File: src/design/rcsh_pkg.sv
// Shared constants for the record CRC-32 block with skipped header.
// Used by rcsh_crc_unit and record_crc32_skip_header; depends on nothing.
package rcsh_pkg;

   localparam int unsigned CRC_WIDTH  = 32;
   localparam int unsigned BYTE_WIDTH = 8;
   localparam int unsigned POS_WIDTH  = 4;

   localparam logic [CRC_WIDTH-1:0] CRC_POLY = 32'hEDB88320;
   localparam logic [CRC_WIDTH-1:0] CRC_ONES = 32'hFFFFFFFF;

   localparam logic [POS_WIDTH-1:0] POS_MAX          = 4'd15;
   localparam logic [POS_WIDTH-1:0] HEADER_SKIP_INIT = 4'd4;

endpackage

File: src/design/rcsh_crc_unit.sv
// One-byte update of the reflected CRC-32, built as eight shift/xor steps.
// Depends on rcsh_pkg for the polynomial and widths.
module rcsh_crc_unit (
   input  logic [rcsh_pkg::CRC_WIDTH-1:0]  crc_cur,
   input  logic [rcsh_pkg::BYTE_WIDTH-1:0] data_byte,
   output logic [rcsh_pkg::CRC_WIDTH-1:0]  crc_next
);

   always_comb begin
      logic [rcsh_pkg::CRC_WIDTH-1:0] v;
      v = {{(rcsh_pkg::CRC_WIDTH - rcsh_pkg::BYTE_WIDTH){1'b0}},
           crc_cur[rcsh_pkg::BYTE_WIDTH-1:0] ^ data_byte};
      // Each step folds out one bit; together they replace the 256-entry table.
      for (int k = 0; k < rcsh_pkg::BYTE_WIDTH; k++) begin
         if (v[0]) begin
            v = (v >> 1) ^ rcsh_pkg::CRC_POLY;
         end else begin
            v = v >> 1;
         end
      end
      crc_next = v ^ (crc_cur >> rcsh_pkg::BYTE_WIDTH);
   end

endmodule

File: src/design/record_crc32_skip_header.sv
// Top level of the record CRC-32 block: input register, CRC update, result register.
// Depends on rcsh_pkg and rcsh_crc_unit.
//
//   port group   direction  beat contents
//   req_*        in         data_byte (8 bits), last_byte (1 bit)
//   rsp_*        out        crc_value (32 bits), one beat per record
//   csr_*        in         header_skip (4 bits), write only
//
// Every request beat is first captured in an input register and processed in the
// following cycle, so beats are taken one per clock, unless a last byte must wait
// there behind a stalled result. A record's result is loaded into the result
// register when its last byte is processed. The byte update is one pass through
// rcsh_crc_unit.
// Reset is synchronous and active high; it restores header_skip to four bytes,
// the running CRC to all ones and the byte position to zero.
// A stalled result holds in the result register; only a last byte then waits in
// the input register, and the request side stalls behind it.
module record_crc32_skip_header (
   input  logic                             clock,
   input  logic                             reset,
   input  logic                             req_valid,
   output logic                             req_stall,
   input  logic [rcsh_pkg::BYTE_WIDTH-1:0]  req_data_byte,
   input  logic                             req_last_byte,
   output logic                             rsp_valid,
   input  logic                             rsp_stall,
   output logic [rcsh_pkg::CRC_WIDTH-1:0]   rsp_crc_value,
   input  logic                             csr_wr_en,
   input  logic [rcsh_pkg::POS_WIDTH-1:0]   csr_wr_data
);

   // Configuration register.
   logic [rcsh_pkg::POS_WIDTH-1:0] header_skip_ff;

   // Input register stage.
   logic                              s1_valid_ff;
   logic [rcsh_pkg::BYTE_WIDTH-1:0]   s1_data_ff;
   logic                              s1_last_ff;

   // Record state.
   logic [rcsh_pkg::CRC_WIDTH-1:0]    running_crc_ff;
   logic [rcsh_pkg::CRC_WIDTH-1:0]    running_crc_in;
   logic [rcsh_pkg::POS_WIDTH-1:0]    byte_position_ff;
   logic [rcsh_pkg::POS_WIDTH-1:0]    byte_position_in;

   // Result register.
   logic                              rsp_valid_ff;
   logic [rcsh_pkg::CRC_WIDTH-1:0]    rsp_crc_ff;

   logic                              out_free;
   logic                              proc_fire;
   logic                              req_fire;
   logic                              include_byte;
   logic [rcsh_pkg::CRC_WIDTH-1:0]    crc_updated;
   logic [rcsh_pkg::CRC_WIDTH-1:0]    crc_after;

   rcsh_crc_unit u_crc (
      .crc_cur   (running_crc_ff),
      .data_byte (s1_data_ff),
      .crc_next  (crc_updated)
   );

   // The result register can take a new result when it is empty or being drained.
   assign out_free  = !rsp_valid_ff || !rsp_stall;
   // A non-last byte never needs the result register, so it always moves on.
   assign proc_fire = s1_valid_ff && (!s1_last_ff || out_free);
   // The input register refills whenever it is empty or its beat moves on.
   assign req_stall = s1_valid_ff && !proc_fire;
   assign req_fire  = req_valid && !req_stall;

   // A byte enters the CRC once the header has gone by; the position saturates.
   assign include_byte = (byte_position_ff >= header_skip_ff);
   assign crc_after    = include_byte ? crc_updated : running_crc_ff;

   always_comb begin
      running_crc_in   = running_crc_ff;
      byte_position_in = byte_position_ff;
      if (proc_fire) begin
         if (s1_last_ff) begin
            running_crc_in   = rcsh_pkg::CRC_ONES;
            byte_position_in = '0;
         end else begin
            running_crc_in = crc_after;
            if (byte_position_ff != rcsh_pkg::POS_MAX) begin
               byte_position_in = byte_position_ff + 1'b1;
            end
         end
      end
   end

   always_ff @(posedge clock) begin
      if (reset) begin
         header_skip_ff   <= rcsh_pkg::HEADER_SKIP_INIT;
         s1_valid_ff      <= 1'b0;
         running_crc_ff   <= rcsh_pkg::CRC_ONES;
         byte_position_ff <= '0;
         rsp_valid_ff     <= 1'b0;
      end else begin
         if (csr_wr_en) begin
            header_skip_ff <= csr_wr_data;
         end
         if (req_fire) begin
            s1_valid_ff <= 1'b1;
         end else if (proc_fire) begin
            s1_valid_ff <= 1'b0;
         end
         running_crc_ff   <= running_crc_in;
         byte_position_ff <= byte_position_in;
         if (proc_fire && s1_last_ff) begin
            rsp_valid_ff <= 1'b1;
         end else if (!rsp_stall) begin
            rsp_valid_ff <= 1'b0;
         end
      end
   end

   // Payload registers carry no reset.
   always_ff @(posedge clock) begin
      if (req_fire) begin
         s1_data_ff <= req_data_byte;
         s1_last_ff <= req_last_byte;
      end
      if (proc_fire && s1_last_ff) begin
         rsp_crc_ff <= crc_after ^ rcsh_pkg::CRC_ONES;
      end
   end

   assign rsp_valid     = rsp_valid_ff;
   assign rsp_crc_value = rsp_crc_ff;

`ifndef NO_ASSERTIONS
   // Finishing a record returns the state to its start-of-record values.
   a_record_restart: assert property (@(posedge clock) disable iff (reset)
      (proc_fire && s1_last_ff) |=>
         (running_crc_ff == rcsh_pkg::CRC_ONES) && (byte_position_ff == '0))
      else $error("record state not restarted after last byte");

   // A last byte may not leave the input register while a result is held back.
   a_no_overwrite: assert property (@(posedge clock) disable iff (reset)
      (rsp_valid_ff && rsp_stall && s1_valid_ff && s1_last_ff) |-> !proc_fire)
      else $error("held result would be overwritten");

   // The byte position saturates instead of wrapping inside a long record.
   a_pos_saturate: assert property (@(posedge clock) disable iff (reset)
      (proc_fire && !s1_last_ff && (byte_position_ff == rcsh_pkg::POS_MAX)) |=>
         (byte_position_ff == rcsh_pkg::POS_MAX))
      else $error("byte position wrapped");

   // Stalling the request side only happens with a beat waiting in the input register.
   a_stall_cause: assert property (@(posedge clock) disable iff (reset)
      req_stall |-> (s1_valid_ff && s1_last_ff && rsp_valid_ff && rsp_stall))
      else $error("request stalled without a blocked last byte");
`endif

endmodule
File: config.mk
export PLATFORM = sky130hd
export DESIGN_NAME = record_crc32_skip_header
export DESIGN_NICKNAME = d
export VERILOG_FILES = /design/src/design/rcsh_pkg.sv /design/src/design/rcsh_crc_unit.sv /design/src/design/record_crc32_skip_header.sv
export SDC_FILE = /design/constraint.sdc
export NUM_CORES = 1
export LEC_CHECK = 0
export ABC_CLOCK_PERIOD_IN_PS = 8800
export BUFFER_PORTS_ARGS = -buffer_cell sky130_fd_sc_hd__clkbuf_2
export CAP_MARGIN = 0
export CORE_MARGIN = 2
export CORE_UTILIZATION = 50
export DETAILED_ROUTE_END_ITERATION = 8
export PLACE_DENSITY = 0.81
export SETUP_SLACK_MARGIN = 0.2
export SYNTH_ARGS = -nofsm -noshare
export SYNTH_HDL_FRONTEND = slang
export SYNTH_SLANG_ARGS = --single-unit
export TNS_END_PERCENT = 1
File: constraint.sdc
create_clock -name clock -period 8.8 [get_ports clock]
set_clock_uncertainty 0.1 [all_clocks]
set_input_delay 0.44 -clock clock [delete_from_list [all_inputs] [get_ports clock]]
set_output_delay 0.44 -clock clock [all_outputs]
set_load 0.01 [all_outputs]
==> results of run 1 <==
==> area by class of cell <==
| cell class | instances | area (sq um) |
|---|---|---|
| multi-input combinational | 246 | 2020 |
| timing repair buffer | 54 | 278 |
| sequential | 83 | 2070 |
| tap | 105 | 131 |
| clock buffer | 10 | 138 |
| inverter | 7 | 26.3 |
| clock inverter | 6 | 48.8 |
| fill | 694 | 3460 |
==> critical path: stages, from the launching register on <==
cell      delay, ns
dfxtp_1        0.41
inv_1          0.07
ha_1           0.26
nand2b_1       0.14
a2111o_1       0.46
o211ai_1       0.13
buf_4          0.50
mux2i_1        0.26
nand2_1        0.07
==> report_power, final <==
group | internal (mW) | leakage [nW] | switching, mW | total [mW]
registers | 0.422 | 0.729 | 0.00905 | 0.431
clock network | 0.112 | 0.0851 | 0.146 | 0.258
logic | 0.0886 | 1.20 | 0.101 | 0.190
total | 0.622 | 2.01 | 0.256 | 0.878
==> cells in the mapped netlist (3+ instances only) <==
library cell,instances,share of area
inv_1,7,0.0063
nand3_1,16,0.019
dfxtp_1,42,0.20
xnor3_4,4,0.025
o21a_1,13,0.023
xnor2_2,6,0.023
o211ai_1,16,0.029
mux2i_1,30,0.072
ha_1,5,0.015
edfxtp_1,41,0.29
clkbuf_1,12,0.011
or3_1,3,0.0045
a21oi_1,10,0.012
nor2_1,14,0.013
nand2_1,47,0.042
xnor3_1,5,0.027
xnor2_1,42,0.088
xor2_1,10,0.021
==> per-stage QoR <==
stage / setup WS [ns] / power [mW] / instances / cell area, sq um
global placement: 6.40 / 0.625 / 495 / 4530
detailed placement: 6.29 / 0.628 / 495 / 4530
floorplan: 5.91 / 0.588 / 354 / 4200
finish: 6.26 / 0.878 / 511 / 4720
CTS: 6.28 / 0.884 / 511 / 4720
global route: 6.14 / 0.918 / 511 / 4720
==> logic make-up after synthesis <==
| kind of cell | Yosys count |
|---|---|
| and+or+nand+nor | 87 |
| AOI/OAI and AO/OA | 50 |
| buffers and inverters | 25 |
| muxes | 33 |
| adders and majority gates | 5 |
| DFF | 83 |
| xor gates and xnor gates | 71 |
==> worst max-delay path by stage <==
stage | from | end | slack (ns) | cells after the start
after global routing | header_skip_ff[2]$_SDFFE_PP1P_ | rsp_crc_value[28]$_DFFE_PP_ | 6.14 | 6
after floorplan | s1_last_ff$_DFFE_PP_ | running_crc_ff[16]$_SDFFE_PP1P_ | 5.91 | 5
after global placement | byte_position_ff[0]$_SDFFE_PP0P_ | running_crc_ff[9]$_SDFFE_PP1P_ | 6.40 | 8
after CTS | byte_position_ff[0]$_SDFFE_PP0P_ | running_crc_ff[15]$_SDFFE_PP1P_ | 6.28 | 8
after detailed placement | byte_position_ff[0]$_SDFFE_PP0P_ | running_crc_ff[1]$_SDFFE_PP1P_ | 6.29 | 8
final | byte_position_ff[0]$_SDFFE_PP0P_ | running_crc_ff[1]$_SDFFE_PP1P_ | 6.26 | 8
==> layer usage <==
| metal | vias to the layer above | wire length, um | global-route usage |
|---|---|---|---|
| met4 | 0 | 225 | 0.106 |
| met5 | - | 0 | 0 |
| li1 | 1339 | - | - |
| met3 | 16 | 390 | 0.0364 |
| met2 | 76 | 3700 | 0.295 |
| met1 | 1303 | 3760 | 0.258 |
==> sequential cells by signal (all words and copies together), names as in the netlist <==
signal / cells
s1_data_ff: 8
byte_position_ff: 4
s1_valid_ff: 1
running_crc_ff: 32
rsp_crc_value: 32
rsp_valid: 1
header_skip_ff: 4
s1_last_ff: 1
==> run_results.csv, run 1 <==
group,metric,value,unit
route,via_count,2734,
floorplan,rows,33,
critical_path,crit_required,8.95,ns
floorplan,core_region_area,8180,sq um
worst_hold_path,worstHoldPathType,"input pin to flip-flop",
route,wl_per_cell,15.8,um
route,antenna_left,0,
synthesis,synthMuxAreaShare,0.0796,
place,place_congestion,0.829,
synthesis,synth_nets,377,
synthesis,synth_ff_type,"dfxtp_1",
finish,drive_gt1_frac,0.219,
synthesis,yosysWarnings,0,
power_and_ir_drop,ir_worst_vdd,0.0000744,V
synthesis,synth_edf_count,41,
sta,fin_crit,2.54,ns
global_route,grt_use_total,0.193,
synthesis,async_flop_share,0,
clocking,clk_pin_slew,0.09,ns
global_route,grt_overflow,0,
synthesis,yosysSeqAreaShare,0.494,
synthesis,synth-simple-area-share,0.0886,
clocking,clk_latency,0.37,ns
synthesis,syn_avg_cell_area,11.9,sq um
clocking,htree_levels,3,
sta,rsz0062_at_grt,"no",
sta,tightest_slew,1.15,ns
finish,final_common_cell,"clkbuf_2",
critical_path,r2r-start,"byte_position_ff[0]$_SDFFE_PP0P_",
route,dr.pass1.iters,4,
clocking,postCtsSetupRepairBufs,0,
floorplan,die_h,95.6,um
clocking,cts_resized,0,
place,port_buffers,51,
clocking,cts_buffers,9,
global_route,antenna_found_initial,0,
power_and_ir_drop,cellLeakagePower,2.01,nW
finish,area_growth,12.5,%
route,wl,8070,um
synthesis,synth_seq_cells,83,
sta,slew_viol_final,0,
route,via_per_inst,5.35,
critical_path,reg2reg_to,"running_crc_ff[1]$_SDFFE_PP1P_",
run,cap_viol_max_count,0,
sta,fmax,0.394,GHz
sta,setup_violations,0,
run_status,status,"completed",
synthesis,yosysUniqueCellTypes,40,
power_and_ir_drop,powerDensity,186,nW/um^2
critical_path,start_kind,"flip-flop",
synthesis,synth_compound_area_frac,0.0859,
clocking,root_buffer,"clkbuf_8",
finish,fin_util,0.577,
sta,fin_crit_sh,0.288,
synthesis,syn-cell-area,4200,sq um
global_route,grt_max_degree,48,
clocking,cts_hold_buffers,0,
critical_path,r2r_cells,8,
clocking,cts_tree,"yes",
sta,finalHoldViolCount,0,
floorplan,io_pins,52,
critical_path,reg2reg_slack,6.26,ns
sta,finalSetupTns,0,ns
critical_path,critPathKind,"flip-flop to flip-flop",
synthesis,synthCells,354,
route,drt-initial-drc-count,95,
critical_path,cp.arrival,2.69,ns
synthesis,synthAdderAreaFrac,0.0149,
critical_path,crit_path_max_fanout,47,
floorplan,initial_core_util,0.513,
clocking,cts_buffer_depth,2,
synthesis,synth_top_family_by_area,"XOR/XNOR gates",
finish,nNetsFinal,424,
synthesis,synth-xor-area-share,0.210,
worst_hold_path,hold_path_depth,1,
route,drc_errors,0,
finish,antenna_cells,0,
worst_hold_path,min_to,"s1_data_ff[2]$_DFFE_PP_",
sta,hold_ws,0.141,ns
clocking,clock_sinks,83,
global_route,grt_pass1_wl,13000,um
global_route,grt_pass1_vias,2618,
critical_path,cp-end-kind,"flip-flop",
sta,relSlewSlack,0.235,
worst_hold_path,hp-start,"req_data_byte[2]",
floorplan,dieArea,9140,sq um
place,hpwl,5670,um
finish,final_cell_mix,"clkbuf_2, nand2_1, xnor2_1, dfxtp_1, edfxtp_1",
floorplan,die_x,95.6,um
No activity file was read; power rests on OpenSTA's default activity.
==> run 2, diff against run 1 <==
--- a/config.mk
+++ b/config.mk
@@ -5,13 +5,13 @@
 export SDC_FILE = /design/constraint.sdc
 export NUM_CORES = 1
 export LEC_CHECK = 0
-export ABC_CLOCK_PERIOD_IN_PS = 8800
+export ABC_CLOCK_PERIOD_IN_PS = 2100
 export BUFFER_PORTS_ARGS = -buffer_cell sky130_fd_sc_hd__clkbuf_2
 export CAP_MARGIN = 0
 export CORE_MARGIN = 2
 export CORE_UTILIZATION = 50
 export DETAILED_ROUTE_END_ITERATION = 8
-export PLACE_DENSITY = 0.81
+export PLACE_DENSITY = 0.84
 export SETUP_SLACK_MARGIN = 0.2
 export SYNTH_ARGS = -nofsm -noshare
 export SYNTH_HDL_FRONTEND = slang
==> constraint.sdc (replaced) <==
create_clock -name clock -period 2.1 [get_ports clock]
set_clock_uncertainty 0.1 [all_clocks]
set_input_delay 0.105 -clock clock [delete_from_list [all_inputs] [get_ports clock]]
set_output_delay 0.105 -clock clock [all_outputs]
set_load 0.01 [all_outputs]
==> run_results.csv, run 2 (synthesized netlist as in run 1, its figures left out) <==
group,metric,value,unit
critical_path,start_kind,"flip-flop",
clocking,clk_latency,0.37,ns
critical_path,crit_start,"s1_data_ff[7]$_DFFE_PP_",
finish,regArea,2080,sq um
route,wl,11700,um
floorplan,rows,33,
finish,final_cell_mix,"clkbuf_2, nand2_1, edfxtp_1",
place,hpwl,6580,um
global_route,grt_overflow,0,
place,place_congestion,0.899,
route,antenna_left,0,
clocking,cts_buffer_depth,2,
floorplan,dieArea,9140,sq um
power_and_ir_drop,cellLeakagePower,2.55,nW
route,via_count,3325,
route,drc_errors,0,
global_route,antenna_found_initial,0,
clocking,cts_buffers,9,
critical_path,critPathKind,"flip-flop to flip-flop",
floorplan,die_h,95.6,um
worst_hold_path,worstHoldPathType,"input pin to flip-flop",
finish,drive_gt1_frac,0.349,
global_route,grt_use_total,0.258,
global_route,grt_pass1_vias,3208,
clocking,clock_sinks,83,
clocking,clk_pin_slew,0.09,ns
global_route,grt_max_degree,31,
floorplan,core_region_area,8180,sq um
finish,nNetsFinal,499,
sta,finalSetupTns,-1.39,ns
finish,multi_input_area,2240,sq um
route,dr.pass1.iters,5,
route,via_per_inst,5.67,
finish,antenna_cells,0,
sta,slew_viol_final,0,
route,drt-initial-drc-count,236,
sta,tightest_slew,0.462,ns
critical_path,crit_path_max_fanout,7,
route,wl_per_cell,20.0,um
clocking,htree_levels,3,
clocking,cts_tree,"yes",
finish,fin_util,0.703,
power_and_ir_drop,ir_worst_vdd,0.000529,V
critical_path,crit_required,2.26,ns
sta,final.setup.worst_slack,-0.145,ns
sta,fmax,0.445,GHz
global_route,grt_pass1_wl,17300,um
finish,fill_cells,524,
power_and_ir_drop,powerDensity,759,nW/um^2
sta,relSlewSlack,0.691,
finish,fin_cells,586,
run_status,status,"finished, violations left",
sta,setup_violations,27,
critical_path,reg2reg_slack,-0.15,ns
critical_path,cp.arrival,2.41,ns
sta,rsz0062_at_grt,"yes",
run_status,failed_checks,"setup timing",
sta,fin_crit,2.25,ns
finish,final_common_cell,"clkbuf_2",
place,dp_cells,533,
clocking,root_buffer,"clkbuf_8",
critical_path,cp-end-kind,"flip-flop",
floorplan,io_pins,52,
finish,area_growth,37.0,%
floorplan,initial_core_util,0.513,
run,cap_viol_max_count,0,
critical_path,r2r-start,"s1_data_ff[7]$_DFFE_PP_",
worst_hold_path,hp-start,"rsp_stall",
floorplan,die_x,95.6,um
sta,fin_crit_sh,1.07,
sta,finalHoldViolCount,0,
place,port_buffers,51,
[run 2: what timing repair did]
item                                    CTS  global route
hold buffers                             24             0
pin swaps                                13            18
cloned                                    2             1
buffers inserted                          3             7
endpoints found under the setup margin   64            67
hold endpoints to repair                 18             0
gates resized for setup                  25            21
[run 2: cell type report]
class	instances	area share
Timing Repair Buffer	129	0.179
Multi-Input combinational cell	246	0.390
Clock inverter	6	0.0198
Inverter	7	0.00457
Clock buffer	10	0.0222
Tap cell	105	0.0229
Sequential cell	83	0.362
[run 2: path summary, 6_finish.rpt]
| check | to | cells after the start |
|---|---|---|
| setup / recovery | running_crc_ff[20]$_SDFFE_PP1P_ | 6 |
| hold / removal | byte_position_ff[3]$_SDFFE_PP0P_ | 4 |
| setup reg to reg | running_crc_ff[20]$_SDFFE_PP1P_ | 6 |
| hold reg to reg | byte_position_ff[1]$_SDFFE_PP0P_ | 2 |
[run 2: metal layers]
metal / global-route usage / share of wire / vias to the layer above
met4: 0.121 / 0.045 / 0
met5: 0 / 0 / -
met2: 0.449 / 0.51 / 177
li1: - / - / 1493
met3: 0.0379 / 0.062 / 46
met1: 0.314 / 0.39 / 1609
[run 2: metrics by stage]
stage / area [sq um] / power (mW) / hold WS (ns) / setup WS, ns
after global routing: 5750 / 4.49 / 0.231 / -0.165
after global placement: 4900 / 2.74 / 0.186 / -0.0528
after floorplan: 4270 / 2.47 / 0.104 / -0.0110
after CTS: 5570 / 4.26 / 0.180 / -0.0570
final: 5750 / 4.36 / 0.217 / -0.145
after detailed placement: 4900 / 2.78 / 0.184 / -0.0876
[run 2: critical path, stage by stage, from the launching register on]
cell      delay [ns]
edfxtp_1        0.48
xnor2_4         0.33
xnor2_4         0.14
xor2_4          0.24
buf_4           0.17
a311o_1         0.33
o32a_1          0.34
[run 2: where the power goes]
| group | total (mW) | internal [mW] | leakage [nW] | switching (mW) |
|---|---|---|---|---|
| sequential | 1.81 | 1.77 | 0.730 | 0.0473 |
| combinational | 1.15 | 0.586 | 1.71 | 0.563 |
| clock | 1.40 | 0.792 | 0.113 | 0.606 |
